===== config.mk =====
export PLATFORM = sky130hd
export DESIGN_NAME = infusion_rate_volume_time_solver_top
export DESIGN_NICKNAME = d
export VERILOG_FILES = /design/src/rtl/irvts_pkg.sv /design/src/rtl/infusion_rate_volume_time_solver_top.sv /design/src/rtl/irvts_prep.sv /design/src/rtl/irvts_cell.sv /design/src/rtl/irvts_post.sv
export SDC_FILE = /design/constraint.sdc
export NUM_CORES = 2
export LEC_CHECK = 0
export ABC_AREA = 1
export BUFFER_PORTS_ARGS = -buffer_cell sky130_fd_sc_hd__buf_2
export CORE_MARGIN = 2
export CORE_UTILIZATION = 40
export CTS_CLUSTER_SIZE = 30
export DETAILED_ROUTE_END_ITERATION = 10
export GPL_ROUTABILITY_DRIVEN = 0
export PLACE_DENSITY = 0.58
export SETUP_SLACK_MARGIN = 0.5
export SYNTH_ARGS = -nofsm -noshare
export SYNTH_HDL_FRONTEND = slang
export SYNTH_SLANG_ARGS = --single-unit

===== constraint.sdc =====
create_clock -name clk -period 7.73 [get_ports clk]
set_clock_uncertainty 0.1 [all_clocks]
set_input_delay 0.773 -clock clk [delete_from_list [all_inputs] [get_ports clk]]
set_output_delay 0.773 -clock clk [all_outputs]
set_load 0.02 [all_outputs]

===== src/rtl/irvts_pkg.sv =====
// ----------------------------------------------------------------------------
// irvts_pkg: shared types and constants of the infusion solver
// Field widths, reciprocal constants, the syringe rate limit table and the
// word that travels down the divider chain.
// ----------------------------------------------------------------------------
package irvts_pkg;

  localparam int RATE_W = 14;
  localparam int VOL_W  = 17;
  localparam int HHMM_W = 14;
  localparam int MIN_W  = 14;
  localparam int LIM_W  = 14;
  localparam int RES_W  = 21;
  localparam int SYR_W  = 3;

  // dividend and divisor widths of the divider chain
  localparam int NUM_W  = 28;
  localparam int DEN_W  = 14;

  localparam logic [5:0]        MIN_PER_HR      = 6'd60;
  localparam logic [6:0]        HHMM_RADIX      = 7'd100;
  localparam logic [RES_W-1:0]  VOL_ERR_LIMIT   = RES_W'(100000);
  localparam logic [RES_W-1:0]  TIME_MAX_PACKED = RES_W'(9959);
  localparam logic [RES_W-1:0]  RESULT_MAX      = {RES_W{1'b1}};
  // solved minutes at or above this pack to more than 99:59
  localparam logic [NUM_W-1:0]  TIME_CLAMP_MINS = NUM_W'(6000);

  // x / 100 = (x * 5243) >> 19, exact for x below 2^14
  localparam logic [12:0]       RECIP100    = 13'd5243;
  localparam int                RECIP100_SH = 19;
  // x / 60 = (x * 17477) >> 20, exact for x below 6000
  localparam logic [14:0]       RECIP60     = 15'd17477;
  localparam int                RECIP60_SH  = 20;

  typedef enum logic [1:0] {
    OP_RATE   = 2'd0,
    OP_VOLUME = 2'd1,
    OP_TIME   = 2'd2,
    OP_SPARE  = 2'd3
  } op_t;

  typedef struct packed {
    op_t              op;
    logic [LIM_W-1:0] lim;
    logic             zero_div;
  } side_t;

  typedef struct packed {
    logic [NUM_W-1:0] num;   // dividend bits still to go, quotient shifts in
    logic [DEN_W-1:0] rem;
    logic [DEN_W-1:0] den;
    side_t            side;
  } divw_t;

  function automatic logic [LIM_W-1:0] rate_limit(input logic [SYR_W-1:0] sel);
    logic [LIM_W-1:0] lim;
    case (sel)
      3'd0:    lim = LIM_W'(0);
      3'd1:    lim = LIM_W'(1800);
      3'd2:    lim = LIM_W'(3500);
      3'd3:    lim = LIM_W'(5000);
      3'd4:    lim = LIM_W'(9000);
      default: lim = LIM_W'(12000);
    endcase
    return lim;
  endfunction

endpackage


===== src/rtl/infusion_rate_volume_time_solver_top.sv =====
// ----------------------------------------------------------------------------
// infusion_rate_volume_time_solver_top: solve rate, volume or time
// Streaming solver for the third infusion quantity from the other two.
// ----------------------------------------------------------------------------
// Usage:
//   Input transactions on s_axis carry rate, volume and packed hh:mm time in
//   tdata and the mode in tuser (0 rate, 1 volume, 2 or 3 time). Each one
//   yields exactly one output transaction on m_axis: the solved value in
//   tdata and the error flag in tuser.
//   cfg_wr_en / cfg_wr_data write the syringe size selecting the rate limit;
//   write it only while no transaction is in flight.
//   From input to output a transaction passes three operand stages, a row
//   of 28 restoring-division cells (one quotient bit per cell) and two
//   result stages. One transaction is taken per cycle when m_axis_tready
//   stays high.
//   Reset clears every stage's valid bit and the syringe size to 0.
//   When the receiver stalls, the output register holds its transaction and
//   the pipeline keeps taking input until every stage is occupied; each
//   stage's ready is its own emptiness or the ready of the stage after it.
// ----------------------------------------------------------------------------
module infusion_rate_volume_time_solver_top (
  input  logic                              clk,
  input  logic                              rst,
  input  logic                              cfg_wr_en,
  input  logic [irvts_pkg::SYR_W-1:0]       cfg_wr_data,   // syringe_size
  input  logic                              s_axis_tvalid,
  output logic                              s_axis_tready,
  // rate [13:0], volume [30:14], packed_time [44:31], zero [47:45]
  input  logic [47:0]                       s_axis_tdata,
  // op [1:0]
  input  logic [1:0]                        s_axis_tuser,
  output logic                              m_axis_tvalid,
  input  logic                              m_axis_tready,
  // result_value [20:0], zero [23:21]
  output logic [23:0]                       m_axis_tdata,
  // error [0]
  output logic [0:0]                        m_axis_tuser
);
  import irvts_pkg::*;

  logic [SYR_W-1:0] syringe_size;

  logic  cell_vld [0:NUM_W];
  logic  cell_rdy [0:NUM_W];
  divw_t cell_dat [0:NUM_W];

  logic [RES_W-1:0] result_value;
  logic             error;

  always_ff @(posedge clk) begin
    if (rst) begin
      syringe_size <= '0;
    end else if (cfg_wr_en) begin
      syringe_size <= cfg_wr_data;
    end
  end

  irvts_prep u_prep (
    .clk          (clk),
    .rst          (rst),
    .syringe_size (syringe_size),
    .up_valid     (s_axis_tvalid),
    .up_ready     (s_axis_tready),
    .op           (op_t'(s_axis_tuser)),
    .rate         (s_axis_tdata[13:0]),
    .volume       (s_axis_tdata[30:14]),
    .packed_time  (s_axis_tdata[44:31]),
    .dn_valid     (cell_vld[0]),
    .dn_ready     (cell_rdy[0]),
    .dn_data      (cell_dat[0])
  );

  for (genvar i = 0; i < NUM_W; i++) begin : g_cell
    irvts_cell u_cell (
      .clk      (clk),
      .rst      (rst),
      .up_valid (cell_vld[i]),
      .up_ready (cell_rdy[i]),
      .up_data  (cell_dat[i]),
      .dn_valid (cell_vld[i+1]),
      .dn_ready (cell_rdy[i+1]),
      .dn_data  (cell_dat[i+1])
    );
  end

  irvts_post u_post (
    .clk          (clk),
    .rst          (rst),
    .up_valid     (cell_vld[NUM_W]),
    .up_ready     (cell_rdy[NUM_W]),
    .up_data      (cell_dat[NUM_W]),
    .dn_valid     (m_axis_tvalid),
    .dn_ready     (m_axis_tready),
    .result_value (result_value),
    .error        (error)
  );

  assign m_axis_tdata = {3'b000, result_value};
  assign m_axis_tuser = error;

  // an empty output register means every stage can take a transaction
  a_ready_when_drained: assert property (@(posedge clk) disable iff (rst)
    !m_axis_tvalid |-> s_axis_tready)
    else $error("input stalled with the output register empty");

  // the last cell must leave a remainder below any non-zero divisor
  a_rem_below_den: assert property (@(posedge clk) disable iff (rst)
    cell_vld[NUM_W] && cell_dat[NUM_W].den != '0 |->
      cell_dat[NUM_W].rem < cell_dat[NUM_W].den)
    else $error("division remainder not below divisor");

  // flagged results are either the clamped time or an oversized volume
  a_error_value: assert property (@(posedge clk) disable iff (rst)
    m_axis_tvalid && m_axis_tuser[0] && result_value != TIME_MAX_PACKED |->
      result_value > VOL_ERR_LIMIT)
    else $error("error flag on an in-range result");

endmodule


===== src/rtl/irvts_prep.sv =====
// ----------------------------------------------------------------------------
// irvts_prep: operand stages ahead of the divider chain
// Converts packed hh:mm to minutes and forms dividend, divisor and the
// zero-divisor flag for the selected mode, over three registered stages.
// ----------------------------------------------------------------------------
module irvts_prep (
  input  logic                              clk,
  input  logic                              rst,
  input  logic [irvts_pkg::SYR_W-1:0]       syringe_size,
  input  logic                              up_valid,
  output logic                              up_ready,
  input  irvts_pkg::op_t                    op,
  input  logic [irvts_pkg::RATE_W-1:0]      rate,
  input  logic [irvts_pkg::VOL_W-1:0]       volume,
  input  logic [irvts_pkg::HHMM_W-1:0]      packed_time,
  output logic                              dn_valid,
  input  logic                              dn_ready,
  output irvts_pkg::divw_t                  dn_data
);
  import irvts_pkg::*;

  logic v0, v1, v2;
  logic r0, r1, r2;

  op_t               op0, op1;
  logic [RATE_W-1:0] rate0, rate1;
  logic [VOL_W-1:0]  vol0, vol1;
  logic [HHMM_W-1:0] hhmm0;
  logic [7:0]        hh0;
  logic [MIN_W-1:0]  mins1;
  logic [LIM_W-1:0]  lim1;
  divw_t             data2;

  logic [HHMM_W+12:0] hh_prod;
  logic [HHMM_W-1:0]  mm_wide;
  logic [MIN_W-1:0]   mins_next;
  logic [NUM_W-1:0]   vol60;
  logic [NUM_W-1:0]   rate_mins;
  divw_t              data2_next;

  assign r2       = !v2 || dn_ready;
  assign r1       = !v1 || r2;
  assign r0       = !v0 || r1;
  assign up_ready = r0;
  assign dn_valid = v2;
  assign dn_data  = data2;

  always_ff @(posedge clk) begin
    if (rst) begin
      v0 <= 1'b0;
      v1 <= 1'b0;
      v2 <= 1'b0;
    end else begin
      if (r0) v0 <= up_valid;
      if (r1) v1 <= v0;
      if (r2) v2 <= v1;
    end
  end

  // hours digit pair by reciprocal multiply
  assign hh_prod = (HHMM_W+13)'(packed_time) * (HHMM_W+13)'(RECIP100);

  always_ff @(posedge clk) begin
    if (r0 && up_valid) begin
      op0   <= op;
      rate0 <= rate;
      vol0  <= volume;
      hhmm0 <= packed_time;
      hh0   <= hh_prod[HHMM_W+12:RECIP100_SH];
    end
  end

  always_comb begin
    mm_wide   = hhmm0 - HHMM_W'(hh0) * HHMM_W'(HHMM_RADIX);
    mins_next = MIN_W'(hh0) * MIN_W'(MIN_PER_HR) + MIN_W'(mm_wide[6:0]);
  end

  always_ff @(posedge clk) begin
    if (r1 && v0) begin
      op1   <= op0;
      rate1 <= rate0;
      vol1  <= vol0;
      mins1 <= mins_next;
      lim1  <= rate_limit(syringe_size);
    end
  end

  always_comb begin
    vol60     = NUM_W'(vol1) * NUM_W'(MIN_PER_HR);
    rate_mins = NUM_W'(rate1) * NUM_W'(mins1);
    data2_next          = '0;
    data2_next.side.op  = op1;
    data2_next.side.lim = lim1;
    // bias the dividend by divisor minus one to round the quotient up
    case (op1)
      OP_RATE: begin
        data2_next.num           = vol60 + NUM_W'(mins1) - NUM_W'(1);
        data2_next.den           = DEN_W'(mins1);
        data2_next.side.zero_div = (mins1 == '0);
      end
      OP_VOLUME: begin
        data2_next.num           = rate_mins + NUM_W'(MIN_PER_HR) - NUM_W'(1);
        data2_next.den           = DEN_W'(MIN_PER_HR);
        data2_next.side.zero_div = 1'b0;
      end
      default: begin
        data2_next.num           = vol60 + NUM_W'(rate1) - NUM_W'(1);
        data2_next.den           = DEN_W'(rate1);
        data2_next.side.zero_div = (rate1 == '0);
      end
    endcase
  end

  always_ff @(posedge clk) begin
    if (r2 && v1) begin
      data2 <= data2_next;
    end
  end

endmodule


===== src/rtl/irvts_cell.sv =====
// ----------------------------------------------------------------------------
// irvts_cell: one restoring division step
// Shifts the next dividend bit into the partial remainder, subtracts the
// divisor when it fits and shifts the quotient bit in at the bottom.
// ----------------------------------------------------------------------------
module irvts_cell (
  input  logic             clk,
  input  logic             rst,
  input  logic             up_valid,
  output logic             up_ready,
  input  irvts_pkg::divw_t up_data,
  output logic             dn_valid,
  input  logic             dn_ready,
  output irvts_pkg::divw_t dn_data
);
  import irvts_pkg::*;

  logic       vld;
  divw_t      data, data_next;
  logic [DEN_W:0] rem_sh, diff;

  always_comb begin
    rem_sh    = {up_data.rem, up_data.num[NUM_W-1]};
    diff      = rem_sh - {1'b0, up_data.den};
    data_next = up_data;
    if (rem_sh >= {1'b0, up_data.den}) begin
      data_next.rem = diff[DEN_W-1:0];
      data_next.num = {up_data.num[NUM_W-2:0], 1'b1};
    end else begin
      data_next.rem = rem_sh[DEN_W-1:0];
      data_next.num = {up_data.num[NUM_W-2:0], 1'b0};
    end
  end

  assign up_ready = !vld || dn_ready;
  assign dn_valid = vld;
  assign dn_data  = data;

  always_ff @(posedge clk) begin
    if (rst) begin
      vld <= 1'b0;
    end else if (up_ready) begin
      vld <= up_valid;
    end
  end

  always_ff @(posedge clk) begin
    if (up_ready && up_valid) begin
      data <= data_next;
    end
  end

endmodule


===== src/rtl/irvts_post.sv =====
// ----------------------------------------------------------------------------
// irvts_post: result stages behind the divider chain
// Applies the syringe limit, the volume error flag, or the repack of
// minutes to hh:mm with the 99:59 clamp, and holds the output register.
// ----------------------------------------------------------------------------
module irvts_post (
  input  logic                         clk,
  input  logic                         rst,
  input  logic                         up_valid,
  output logic                         up_ready,
  input  irvts_pkg::divw_t             up_data,
  output logic                         dn_valid,
  input  logic                         dn_ready,
  output logic [irvts_pkg::RES_W-1:0]  result_value,
  output logic                         error
);
  import irvts_pkg::*;

  logic v0, v1;
  logic r0, r1;

  logic [NUM_W-1:0]  quo0;
  side_t             side0;
  logic [27:0]       hh_prod0;

  logic [RES_W-1:0]  res, res_next;
  logic              err, err_next;
  logic [6:0]        hh;
  logic [12:0]       mm_wide;

  assign r1       = !v1 || dn_ready;
  assign r0       = !v0 || r1;
  assign up_ready = r0;
  assign dn_valid = v1;
  assign result_value = res;
  assign error        = err;

  always_ff @(posedge clk) begin
    if (rst) begin
      v0 <= 1'b0;
      v1 <= 1'b0;
    end else begin
      if (r0) v0 <= up_valid;
      if (r1) v1 <= v0;
    end
  end

  always_ff @(posedge clk) begin
    if (r0 && up_valid) begin
      quo0     <= up_data.num;
      side0    <= up_data.side;
      hh_prod0 <= 28'(up_data.num[12:0]) * 28'(RECIP60);
    end
  end

  always_comb begin
    hh       = hh_prod0[RECIP60_SH+6:RECIP60_SH];
    mm_wide  = quo0[12:0] - 13'(hh) * 13'(MIN_PER_HR);
    res_next = '0;
    err_next = 1'b0;
    case (side0.op)
      OP_RATE: begin
        if (side0.zero_div || quo0 > NUM_W'(side0.lim)) begin
          res_next = RES_W'(side0.lim);
        end else begin
          res_next = quo0[RES_W-1:0];
        end
      end
      OP_VOLUME: begin
        err_next = (quo0 > NUM_W'(VOL_ERR_LIMIT));
        if (quo0 > NUM_W'(RESULT_MAX)) begin
          res_next = RESULT_MAX;
        end else begin
          res_next = quo0[RES_W-1:0];
        end
      end
      default: begin
        if (side0.zero_div || quo0 >= TIME_CLAMP_MINS) begin
          res_next = TIME_MAX_PACKED;
          err_next = 1'b1;
        end else begin
          res_next = RES_W'(hh) * RES_W'(HHMM_RADIX) + RES_W'(mm_wide[5:0]);
        end
      end
    endcase
  end

  always_ff @(posedge clk) begin
    if (r1 && v0) begin
      res <= res_next;
      err <= err_next;
    end
  end

endmodule


==> impl_metrics.csv <==
group,metric,value,unit
run_status,status,"finished clean",
cells_and_area,area_growth,12.1,%
drt,avgViaCountPerCell,4.84,
cells_and_area,drive_gt1_share,7.24,%
setup_path,cp.buffers_inverters,4,
setup_path,critPathRequiredTime,8.19,ns
timing,fin_crit_sh,87.0,%
die,die_area,0.260,mm²
logic_synthesis,synth_top_area_share,62.5,%
drt,dr.first_iter.drc_count,3227,
grt,first_global_vias,57928,
cts,clock_path_buffers,3,
die,core,0.255,mm²
timing,tightest_slew,1.16,ns
timing,setup_tns,0,ns
cells_and_area,antennaDiodeCount,0,
setup_path,critical-path-max-stage-delay,0.81,ns
grt,antenna_found_initial,1,
place,port_buffers,78,
power,p_leak,44.9,nW
logic_synthesis,synthCells,7838,
setup_path,cpLargestDelayFamily,"adder cells",
timing,final-max-slew-violation-count,0,
timing,rsz0062_at_grt,"false",
die,start_util,40.3,%
cells_and_area,final_cell_mix,"2,134 x edfxtp_1, 1,120 x inv_1, 833 x nand2_1",
logic_synthesis,ys.flop_type,"edfxtp_1",
drt,ant_nets,0,
logic_synthesis,syn-cell-area,0.103,mm²
grt,grt_max_degree,70,
setup_path,startpoint_type,"register",
place,dp_hpwl,139000,µm
cts,cts.sinks,2170,
die,dieWidth,510,µm
timing,fmax,149,MHz
timing,period_needed,6.72,ns
die,rows,185,
timing,fin_hold_ws,0.0669,ns
cts,numCtsBuffers,216,
drt,wire_per_inst,16.2,µm
logic_synthesis,synth.yosys.seq_area_share,63.2,%
die,die_h,510,µm
power,powerDensity,360,mW/mm²
cells_and_area,layout_commonest_cell,"edfxtp_1",
power,ir_drop,0.911,mV
timing,setup_ws,1.01,ns
setup_path,cpMaxStageDelayCell,"edfxtp_1",
cts,cts_root_buffer,"clkbuf_16",
logic_synthesis,synth_area_leader_cell,"edfxtp_1",
setup_path,path_class,"register to register",
place,place_ws,0.749,ns
logic_synthesis,ys_types,66,
setup_path,path_max_fanout,16,
logic_synthesis,avgSynthCellArea,13.1,µm²
logic_synthesis,synth_warnings,0,
logic_synthesis,synth-seq-cells,2170,
timing,slew_headroom,22.6,%
drt,vias,56335,
cts,cts_max_level,4,
setup_path,endpoint_kind,"register",
grt,grt-ovfl-total,0,
cts,cts_tree,"done",
logic_synthesis,synth_top_cells_by_area,"edfxtp_1 62%, ha_1 9.1%, fa_1 5.9%",
worst_hold_path,min_path_type,"primary input to register",
grt,track_usage,14.6,%
cts,clk_pin_slew,0.06,ns
timing,finalSetupViolations,0,
die,ios,85,
grt,grt_pass1_wl,305000,µm
cells_and_area,nets,9206,
logic_synthesis,synth_edf_count,2134,
logic_synthesis,async_reset_ff_share,0,%
flow_run,max-cap-violations,0,
cts,insertion_delay,0.87,ns
setup_path,worstPathArrival,7.19,ns
drt,routed_wl,188000,µm
drt,first_pass_iters,5,
drt,remaining_drc_errors,0,
timing,finalHoldViolCount,0,
## where the power goes
| part | internal, mW | switching [mW] | total (mW) |
|---|---|---|---|
| Clock | 6.20 | 4.48 | 10.7 |
| Sequential | 13.3 | 0.234 | 13.5 |
| Combinational | 7.16 | 10.1 | 17.2 |
## cells in the mapped netlist (39+ instances only)
library cell	instances
edfxtp_1	2134
inv_1	1135
nand2_1	833
a21oi_1	813
ha_1	744
nor2_1	604
fa_1	303
xor2_1	239
o21ai_0	229
xnor2_1	178
nand3_1	88
clkbuf_1	65
buf_2	58
a211oi_1	53
nor3_1	39
## layout make-up
type / count / area (µm²)
Clock buffer: 255 / 5630
Clock inverter: 147 / 1790
Fill cell: 22582 / 140000
Inverter: 1147 / 4310
Multi-Input combinational cell: 4391 / 33000
Sequential cell: 2170 / 64800
Tap cell: 3366 / 4210
Timing Repair Buffer: 175 / 1200
## per-stage QoR
step           instance area [µm²]  cells  power (mW)  utilization, %
2_1_floorplan               103000   7840        27.2               -
3_3_place_gp                107000  11205        30.8            42.1
3_5_place_dp                107000  11205        30.9            42.1
4_1_cts                     115000  11633        41.9            45.1
5_1_grt                     115000  11651        45.0            45.1
6_report                    115000  11651        41.4            45.1
## per-layer routing
layer | wire (µm) | up-vias | GRT usage (%) | part of all wire (%)
met5 | 0 | - | 0 | 0
met4 | 6400 | 0 | 5.30 | 3.4
met3 | 6830 | 347 | 2.26 | 3.6
met2 | 95800 | 1021 | 26.2 | 51
met1 | 79100 | 27241 | 17.7 | 42
li1 | - | 27726 | - | -
## final timing paths
| kind | start | end | slack, ns | cells after the start |
|---|---|---|---|---|
| min | s_axis_tdata[4] | u_prep.rate0[4] | 0.07 | 1 |
| max reg2reg | u_prep.mins1[6] | u_prep.dn_data[69] | 1.01 | 26 |
| max | u_prep.mins1[6] | u_prep.dn_data[69] | 1.01 | 26 |
| min reg2reg | g_cell[1].u_cell.dn_data[48] | g_cell[2].u_cell.dn_data[49] | 0.27 | 0 |
## repair_timing
| action | in CTS | in global routing |
|---|---|---|
| setup buffers | 0 | 18 |
| resized for setup | 0 | 2 |
| hold buffers | 26 | 0 |
| endpoints found under the hold margin | 26 | 0 |
| endpoints found under the setup margin | 0 | 5 |
## state kept, by name, summed over array words and instances, names as in the netlist, 17 cells and up
register,cells
g_cell.u_cell.dn_data,1904
u_prep.vol0,17
u_post.result_value,21
u_post.quo0,28
u_prep.dn_data,55
u_prep.vol1,17
g_cell.u_cell.dn_valid,28
## kinds of logic after synthesis
family | synth area share [%]
mux | 0.198
xor+xnor | 3.58
compound gates | 6.46
buf+inv | 4.78
other cells | 0.00366
fa+ha+maj | 15.0
flops | 63.2
simple gates | 6.79
No activity file was read; power rests on OpenSTA's default activity.
